===== src/rtl/u8tok_scan.sv =====
module u8tok_scan #(
  parameter int VocabSize = 256
) (
  input  logic                         clk,
  input  logic                         rst,
  input  logic                         start,
  input  logic [20:0]                  scalar,
  input  logic [VocabSize-1:0]         valid_bits,
  output logic [$clog2(VocabSize)-1:0] raddr,
  input  logic [20:0]                  rdata,
  output logic                         done,
  output logic                         found,
  output logic [$clog2(VocabSize)-1:0] found_id
);

  localparam int Aw = $clog2(VocabSize);
  localparam logic [Aw-1:0] TopIdx = Aw'(VocabSize - 1);

  // Walks the table from the highest id down; the compare unit checks the
  // entry read in the previous cycle.
  logic          busy;
  logic [Aw-1:0] cmp_idx;

  assign raddr = (start) ? TopIdx : cmp_idx - Aw'(1);

  always_ff @(posedge clk) begin
    if (rst) begin
      busy <= 1'b0;
      done <= 1'b0;
      found <= 1'b0;
    end else begin
      done <= 1'b0;
      if (start) begin
        busy <= 1'b1;
        cmp_idx <= TopIdx;
        found <= 1'b0;
      end else if (busy) begin
        if (valid_bits[cmp_idx] && rdata == scalar) begin
          busy <= 1'b0;
          done <= 1'b1;
          found <= 1'b1;
          found_id <= cmp_idx;
        end else if (cmp_idx == '0) begin
          busy <= 1'b0;
          done <= 1'b1;
        end else begin
          cmp_idx <= cmp_idx - Aw'(1);
        end
      end
    end
  end

endmodule


===== config.mk =====
export PLATFORM = sky130hd
export DESIGN_NAME = u8tok_scan
export DESIGN_NICKNAME = d
export VERILOG_FILES = /design/src/rtl/u8tok_scan.sv
export SDC_FILE = /design/constraint.sdc
export NUM_CORES = 1
export LEC_CHECK = 0
export BUFFER_PORTS_ARGS = -buffer_cell sky130_fd_sc_hd__buf_2
export CAP_MARGIN = 20
export CORE_MARGIN = 10
export CORE_UTILIZATION = 30
export CTS_CLUSTER_SIZE = 40
export DETAILED_ROUTE_END_ITERATION = 10
export PLACE_DENSITY = 0.7
export SLEW_MARGIN = 20
export SYNTH_ARGS = -nofsm -noshare
export SYNTH_HDL_FRONTEND = slang
export SYNTH_SLANG_ARGS = --single-unit

===== constraint.sdc =====
create_clock -name clk -period 4.69 [get_ports clk]
set_clock_uncertainty 0.1 [all_clocks]
set_input_delay 1.1725 -clock clk [delete_from_list [all_inputs] [get_ports clk]]
set_output_delay 1.1725 -clock clk [all_outputs]
set_load 0.005 [all_outputs]

==> reports/qor.txt, run 1 <==
setup bufs post-CTS: 0
TNS Setup: 0 ns
Critical Path Fanout Max: 73
Avg WL per Cell: 22.6 um
DP HPWL: 14500 um
FP Rows: 38
crit path from: cmp_idx[0]
# nets final: 887
CTS Hold Bufs: 0
io pins: 319
share of cells above drive strength 1: 65.6%
clk_lat worst skew: 0.26 ns
Synth area leader: mux4_2
crit path max-delay cell type: edfxtp_1
CP Capture Point: raddr[6]
Peak Freq: 0.271 GHz
core area: 10800 sq um
Starting Density: 30.5%
reg-to-reg slack, setup: 1.27 ns
Cells after Synth: 282
synth cell count leaders: mux4_2, mux2i_1, nand2_1, xor2_1, edfxtp_1
die area: 15600 sq um
peak supply drop: 92.2 uV
crit-path max cell delay: 0.38 ns
Stages on worst setup path: 8
TritonCTS clock tree: done
total gr overflow: 0
Reg clk slew, reported paths: 0.07 ns
Slew Limit Fails: 0
Min-Delay Path Class: flip-flop to flip-flop
Total GRT Usage: 19.4%
# port buffers: 318
die width: 125 um
drt first pass iters: 4
Post-Synth Adder-Cell Area: 0.380%
share of Yosys cell area claimed by the top area cell type: 33.5%
Antenna Violating Nets Remaining: 0
Synth Area in Simple Gates: 12.1%
Post-synth EDFFs: 16
# fillers: 1021
Post-Place Setup Slack: 0.878 ns
pin count of the biggest net entering global routing: 74
Worst Path Buf+Inv: 3
GP Congestion: 0.945
mapped cell area: 3300 sq um
Final Power: 0.685 mW
total of max-cap violations: 0
Final Hold Vio Count: 0
vias in the first global route: 4330
largest family of logic cells by synthesized area: multiplexers
fin crit share: 78.7%
Worst setup SP type: flip-flop
GR Layer Usage met1: 21.6%
CTS sink count: 19
Post-route DRC: 0
Vias: 3814
RR Startpoint: cmp_idx[0]
RSZ-0062 raised after global routing: no
crit end category: primary output
Die Height: 125 um
number of buffers created by CTS: 3
post-cts resize count: 0
Compound-Gate Fraction of Synth Area: 9.15%
synth top area cells: mux4_2, edfxtp_1, mux2i_1
Layout area overhead: 51.6%
Antenna diodes: 0
Clock Path Buffers: 2
Mapped Nets: 584
Setup CP Type: flip-flop to primary output
most frequent cell after synthesis: mux4_2
post-synthesis sequential area ratio: 16.4%
CP required: 3.42 ns
Starting DRT DRC Count: 158
Reg2Reg Capture Point: cmp_idx[0]
fraction of registers with async set/reset: 0%
initial antenna violation count: 0
final worst path period need: 3.69 ns
mux contribution to synthesized area: 49.8%
status: finished clean
P_leak: 2.43 nW
setup slack after layout: 1.00 ns
predominant post-synthesis flop cell: edfxtp_1
Register-to-Register Path Depth: 8
Setup Viol. Count Final: 0
vias per cell: 5.27
met3 GRT Util: 4.98%
crit-path cells: buf_12 > inv_1 > ha_1 > nand2b_1 > nor3_1 > xnor2_1 > nand2_1 > buf_2
post-synthesis area per instance: 11.7 sq um
synth warn: 0
Slew @ Worst Pin: 0.756 ns
first-pass GRT wire length: 24400 um
Post-Synth XOR/XNOR Area: 6.38%
gr busiest metal: met2
delay-heaviest family, CP: buffers and inverters
met2 Track Usage GR: 36.3%
critical path data arrival time: 2.42 ns
root buf cell: clkbuf_8
Synth cell types: 51
DRT Wirelength: 16400 um
#FFs+latches synth: 19
CTS H-Tree Depth: 1
max_slew headroom: 49.6%
total power divided by cell area: 137 nW/um^2
through the flow:
step / std cells / area [sq um] / util [%] / hold slack [ns]
after detailed placement: 720 / 4950 / 45.9 / 0.349
after floorplan: 282 / 3300 / - / 0.321
after global placement: 720 / 4950 / 45.9 / 0.345
after global routing: 724 / 5000 / 46.3 / 0.388
final: 724 / 5000 / 46.3 / 0.359
after CTS: 724 / 5000 / 46.3 / 0.358
flip-flops by register name (all words and copies together) (netlist names):
signal,flops
done,1
busy,1
found,1
found_id,8
cmp_idx,8
worst min-delay path by stage:
stage               start          end  slack [ns]  depth (start not counted)
6_report            found        found        0.36                          2
5_1_grt             found        found        0.39                          2
4_1_cts             found        found        0.36                          2
3_5_place_dp        found        found        0.35                          2
3_3_place_gp        found        found        0.34                          2
2_1_floorplan  cmp_idx[1]  found_id[1]        0.32                          0
where the power goes:
part	internal [mW]	total, mW	switching [mW]
Combinational	0.226	0.377	0.151
Clock	0.0604	0.116	0.0555
Sequential	0.188	0.192	0.00419
Total	0.474	0.685	0.211
cells in the final DEF, fill, tap and decap left out, types with 6 or more instances in the layout:
master / instances
a22oi_1: 6
buf_2: 318
buf_4: 6
edfxtp_1: 16
mux2i_1: 32
mux4_1: 7
mux4_2: 49
nand2_1: 21
nand2b_1: 7
nand3_1: 7
nor2_1: 9
nor2b_1: 6
nor3_1: 8
xnor2_1: 6
xor2_1: 18
layout make-up:
cell class | count | area [sq um] | area share (%)
multi-input combinational | 232 | 2560 | 51.3
timing repair buffer | 325 | 1660 | 33.2
sequential | 19 | 541 | 10.8
tap | 140 | 175 | 3.51
clock buffer | 4 | 45.0 | 0.902
inverter | 4 | 15.0 | 0.301
cell families (layout without fill, tap and decap cells):
logic type,Yosys count,in the layout
simple gates,77,77
fa+ha+maj,1,1
xor+xnor,24,24
flops,19,19
buf+inv,31,333
mux,91,91
compound gates,39,39
worst register-to-register path, delay by kind of cell (launching register included):
family | cells | cell delay, ns
AO/OA/AOI/OAI | 4 | 1.16
buffers and inverters | 1 | 0.36
flip-flops | 1 | 0.38
multiplexers | 1 | 0.65
AND/OR/NAND/NOR | 2 | 0.41
metal layers:
layer | share of wire (%) | routed length (um)
met1 | 38 | 6170
met2 | 54 | 8800
met3 | 7.0 | 1140
met4 | 1.6 | 259
met5 | 0 | 0
No activity file was read; power rests on OpenSTA's default activity.
==> run 2, diff against run 1 <==
clock period = 3.5 ns   (was 4.69 ns; I/O delays follow)
==> reports/qor.txt, run 2 (synthesis results as in run 1) <==
Antenna Violating Nets Remaining: 0 (unchanged)
first-pass GRT wire length: 24700 um (was 24400 um)
Post-Place Setup Slack: 0.109 ns (was 0.878 ns)
RSZ-0062 raised after global routing: no (unchanged)
status: finished clean (unchanged)
Slew @ Worst Pin: 0.746 ns (was 0.756 ns)
Peak Freq: 0.306 GHz
vias per cell: 5.30 (was 5.27)
hold depth: 2 (unchanged)
pin count of the biggest net entering global routing: 42 (was 74)
Worst setup SP type: flip-flop (unchanged)
Setup Viol. Count Final: 0 (unchanged)
Post-DP Area: 5070 sq um (was 4950 sq um)
setup slack after layout: 0.229 ns (was 1.00 ns)
Vias: 3885 (was 3814)
DP HPWL: 14800 um (was 14500 um)
initial antenna violation count: 1 (was 0)
Register-to-Register Path Depth: 10 (was 8)
final instance area: 5120 sq um (was 5000 sq um)
die width: 125 um (unchanged)
share of cells above drive strength 1: 66.2% (was 65.6%)
critical hold path startpoint: found (unchanged)
# nets final: 895 (was 887)
drt first pass iters: 4 (unchanged)
CTS H-Tree Depth: 1 (unchanged)
vias in the first global route: 4548 (was 4330)
Hold Crit Endpoint: found (unchanged)
CTS Hold Bufs: 0 (unchanged)
Post-route DRC: 0 (unchanged)
fin crit share: 93.5%
Die Height: 125 um (unchanged)
Starting Density: 30.5% (unchanged)
die area: 15600 sq um (unchanged)
P_leak: 2.49 nW (was 2.43 nW)
crit end category: flip-flop (was primary output)
total power divided by cell area: 183 nW/um^2 (was 137 nW/um^2)
# fillers: 1040 (was 1021)
Slew Limit Fails: 0 (unchanged)
max_slew headroom: 50.3% (was 49.6%)
final core occ: 47.5% (was 46.3%)
DRT Wirelength: 16400 um (about the same)
hold slack final: 0.351 ns (was 0.359 ns)
Layout area overhead: 55.5% (was 51.6%)
Avg WL per Cell: 22.3 um (was 22.6 um)
CP required: 3.29 ns (was 3.42 ns)
final worst path period need: 3.27 ns
core area: 10800 sq um (unchanged)
Clock Path Buffers: 2 (unchanged)
TritonCTS clock tree: done (unchanged)
Final Hold Vio Count: 0 (unchanged)
biggest regs: cmp_idx (8), found_id (8) (unchanged)
most frequent cells in the layout: buf_2, mux4_2, mux2i_1 (unchanged)
number of buffers created by CTS: 3 (unchanged)
commonest non-fill, non-tap cell in the layout: buf_2 (unchanged)
Starting DRT DRC Count: 177 (was 158)
TNS Setup: 0 ns (unchanged)
# port buffers: 318 (unchanged)
FP Rows: 38 (unchanged)
Critical Path Fanout Max: 20 (was 73)
clk_lat worst skew: 0.25 ns (was 0.26 ns)
critical path data arrival time: 3.07 ns (was 2.42 ns)
total of max-cap violations: 0 (unchanged)
io pins: 319 (unchanged)
Reg2Reg Capture Point: found_id[3] (was cmp_idx[0])
Setup CP Type: flip-flop to flip-flop (was flip-flop to primary output)
GP Congestion: 0.971 (was 0.945)
Min-Delay Path Class: flip-flop to flip-flop (unchanged)
Reg clk slew, reported paths: 0.07 ns (about the same)
root buf cell: clkbuf_8 (unchanged)
post-cts resize count: 0 (unchanged)
total gr overflow: 0 (unchanged)
RR Startpoint: cmp_idx[0] (unchanged)
reg-to-reg slack, setup: 0.23 ns (was 1.27 ns)
peak supply drop: 134 uV (was 92.2 uV)
Total GRT Usage: 19.4% (about the same)
CTS sink count: 19 (unchanged)
setup bufs post-CTS: 0 (unchanged)
==> run 2: changes by cell type in the layout (fill, tap and decap cells not counted), sizes merged <==
cell	delta
diode	+1
clkbuf	-1
buf	+8
clkinvlp	+1
==> run 2: how the worst max path moves through the flow <==
stage               slack (ns)       startpoint     endpoint
finish                    0.23       cmp_idx[0]  found_id[3]
global route              0.02       cmp_idx[0]  found_id[1]
CTS                       0.19       cmp_idx[0]   cmp_idx[0]
detailed placement        0.11  valid_bits[249]   cmp_idx[3]
global placement          0.12  valid_bits[245]   cmp_idx[0]
floorplan                 0.37   valid_bits[17]   cmp_idx[0]
==> run 2: layer usage <==
layer  up-vias  share of wire, %  track usage, %
li1       1794                 -               -
met1      1905                38            20.9
met2       170                54            37.4
met3        16               7.2            5.36
met4         0              0.89            2.78
met5         -                 0               0
==> run 2: stage by stage <==
step           instances  power, mW
6_report             733      0.937
2_1_floorplan        282      0.550
3_3_place_gp         728      0.779
4_1_cts              732      0.945
5_1_grt              733      0.996
3_5_place_dp         728      0.793
==> run 2: where the power goes <==
group | internal [mW] | switching [mW]
sequential | 0.252 | 0.00746
combinational | 0.316 | 0.207
clock | 0.0801 | 0.0752
total | 0.647 | 0.290
==> run 2: worst max-delay path: stages (launching register included) <==
cell       delay (ns)
edfxtp_1         0.42
buf_12           0.19
buf_12           0.18
mux4_2           0.34
a21oi_1          0.06
a221oi_1         0.38
o41ai_1          0.11
o2111ai_1        0.30
o311ai_2         0.17
buf_4            0.18
nor2_1           0.48
==> run 2: cell type report <==
cell class / count / area (sq um) / area share [%]
Antenna cell: 1 / 2.50 / 0.0488
Inverter: 4 / 15.0 / 0.293
Tap cell: 140 / 175 / 3.42
Sequential cell: 19 / 541 / 10.5
Clock inverter: 1 / 7.51 / 0.146
Timing Repair Buffer: 333 / 1780 / 34.7
Clock buffer: 3 / 41.3 / 0.806
Multi-Input combinational cell: 232 / 2560 / 50.0
==> run 3, diff against run 2 <==
PLACE_DENSITY = 0.68   (was 0.7)
==> reports/qor.txt, run 3 (synthesis results as in run 1) <==
total power divided by cell area: 182 nW/um^2 (was 183 nW/um^2)
hold depth: 2 (unchanged)
GP Congestion: 0.927 (was 0.971)
# fillers: 1008 (was 1040)
met3 GRT Util: 5.06% (was 5.36%)
Final Power: 0.927 mW (was 0.937 mW)
RR Startpoint: cmp_idx[0] (unchanged)
Worst Path Buf+Inv: 3 (unchanged)
commonest non-fill, non-tap cell in the layout: buf_2 (unchanged)
max_slew headroom: 51.5% (was 50.3%)
final worst path period need: 3.31 ns (was 3.27 ns)
clk_lat worst skew: 0.26 ns (was 0.25 ns)
P_leak: 2.48 nW (was 2.49 nW)
initial antenna violation count: 1 (unchanged)
root buf cell: clkbuf_8 (unchanged)
most frequent cells in the layout: buf_2, mux4_2, mux2i_1 (unchanged)
crit-path cells: buf_12 > inv_1 > ha_1 > nand2b_1 > nor3_1 > xnor2_1 > nand2_1 > buf_2 (was buf_12 > buf_12 > mux4_2 > a21oi_1 > a221oi_1 > o41ai_1 > o2111ai_1 > o311ai_2 > buf_4 > nor2_1)
DRT Wirelength: 16200 um (was 16400 um)
Antenna Violating Nets Remaining: 0 (unchanged)
critical path data arrival time: 2.33 ns (was 3.07 ns)
io pins: 319 (unchanged)
first-pass GRT wire length: 24300 um (was 24700 um)
Reg2Reg Capture Point: cmp_idx[6] (was found_id[3])
Setup CP Type: flip-flop to primary output (was flip-flop to flip-flop)
Reg clk slew, reported paths: 0.07 ns (about the same)
die area: 15600 sq um (unchanged)
peak supply drop: 114 uV (was 134 uV)
number of buffers created by CTS: 3 (unchanged)
Total GRT Usage: 19.2% (was 19.4%)
Slew Limit Fails: 0 (unchanged)
drt first pass iters: 4 (unchanged)
status: finished clean (unchanged)
fin crit share: 94.5% (was 93.5%)
RSZ-0062 raised after global routing: no (unchanged)
biggest regs: cmp_idx (8), found_id (8) (unchanged)
Starting Density: 30.5% (unchanged)
CTS Hold Bufs: 0 (unchanged)
GR Layer Usage met1: 20.9% (about the same)
gr busiest metal: met2 (unchanged)
final core occ: 47.2% (was 47.5%)
vias per cell: 5.27 (was 5.30)
total of max-cap violations: 0 (unchanged)
Setup Viol. Count Final: 0 (unchanged)
CP required: 2.52 ns (was 3.29 ns)
Hold Crit Endpoint: found (unchanged)
TritonCTS clock tree: done (unchanged)
Worst setup SP type: flip-flop (unchanged)
Peak Freq: 0.302 GHz (was 0.306 GHz)
share of cells above drive strength 1: 66.3% (was 66.2%)
crit path max-delay cell type: edfxtp_1 (was nor2_1)
FP Rows: 38 (unchanged)
Critical Path Fanout Max: 35 (was 20)
Starting DRT DRC Count: 148 (was 177)
Die Height: 125 um (unchanged)
total gr overflow: 0 (unchanged)
Slew @ Worst Pin: 0.727 ns (was 0.746 ns)
Final Hold Vio Count: 0 (unchanged)
DP HPWL: 14400 um (was 14800 um)
reg-to-reg slack, setup: 0.24 ns (was 0.23 ns)
CTS H-Tree Depth: 1 (unchanged)
crit-path max cell delay: 0.47 ns (was 0.48 ns)
Register-to-Register Path Depth: 7 (was 10)
critical hold path startpoint: found (unchanged)
Post-route DRC: 0 (unchanged)
vias in the first global route: 4359 (was 4548)
Avg WL per Cell: 22.1 um (was 22.3 um)
post-cts resize count: 0 (unchanged)
Vias: 3852 (was 3885)
die width: 125 um (unchanged)
crit end category: primary output (was flip-flop)
CTS sink count: 19 (unchanged)
Clock Path Buffers: 2 (unchanged)
Layout area overhead: 54.7% (was 55.5%)
setup bufs post-CTS: 0 (unchanged)
core area: 10800 sq um (unchanged)
Min-Delay Path Class: flip-flop to flip-flop (unchanged)
pin count of the biggest net entering global routing: 36 (was 42)
delay-heaviest family, CP: buffers and inverters (was compound AO/OA/AOI/OAI gates)
# port buffers: 318 (unchanged)
met2 Track Usage GR: 35.8% (was 37.4%)
# nets final: 893 (was 895)
[run 3: changes by cell type in the layout (fill, tap and decap cells not counted), sizes merged]
cell / change
buf: -2
clkinv: +1
clkinvlp: -1
[run 3: worst max path at each step]
stage / slack [ns] / from / end / depth (start not counted)
6_report: 0.19 / cmp_idx[0] / raddr[6] / 8
5_1_grt: 0.007 / cmp_idx[0] / raddr[6] / 8
4_1_cts: 0.01 / cmp_idx[0] / found_id[3] / 9
3_5_place_dp: -0.07 / valid_bits[69] / found_id[0] / 9
3_3_place_gp: -0.08 / valid_bits[65] / found_id[0] / 9
2_1_floorplan: 0.37 / valid_bits[17] / cmp_idx[0] / 7
[run 3: cell type report]
cell class	instances	area [sq um]	share of cell area, %
multi-input cells	232	2570	50.3
diodes	1	2.50	0.0491
flip-flops and latches	19	541	10.6
clock inverters	1	5.00	0.0982
clock buffers	3	41.3	0.810
inverters	4	15.0	0.295
well taps	140	175	3.44
repair buffers	331	1750	34.4
[run 3: metrics by stage]
stage	hold WS [ns]	instances	area (sq um)	setup WS, ns	setup TNS (ns)
global route	0.380	731	5100	0.00670	0
detailed placement	0.347	726	5050	-0.0722	-0.576
CTS	0.357	730	5090	0.0149	0
global placement	0.339	726	5050	-0.0793	-0.634
floorplan	0.321	282	3300	0.373	0
finish	0.362	731	5100	0.193	0
[run 3: tightest hold or removal path: stages (launching register included)]
cell	delay, ns
dfxtp_1	0.31
nand2_1	0.05
o21ai_1	0.05
[run 3: power breakdown]
part	internal (mW)	switching (mW)	leakage [nW]
logic	0.312	0.201	2.29
registers	0.252	0.00783	0.161
clock network	0.0792	0.0747	0.0255
[run 3: per-layer routing]
metal	wire [um]	vias to the layer above	share of wire, %
met1	5970	1851	37
met4	265	0	1.6
li1	-	1784	-
met2	8690	197	54
met5	0	-	0
met3	1250	20	7.7
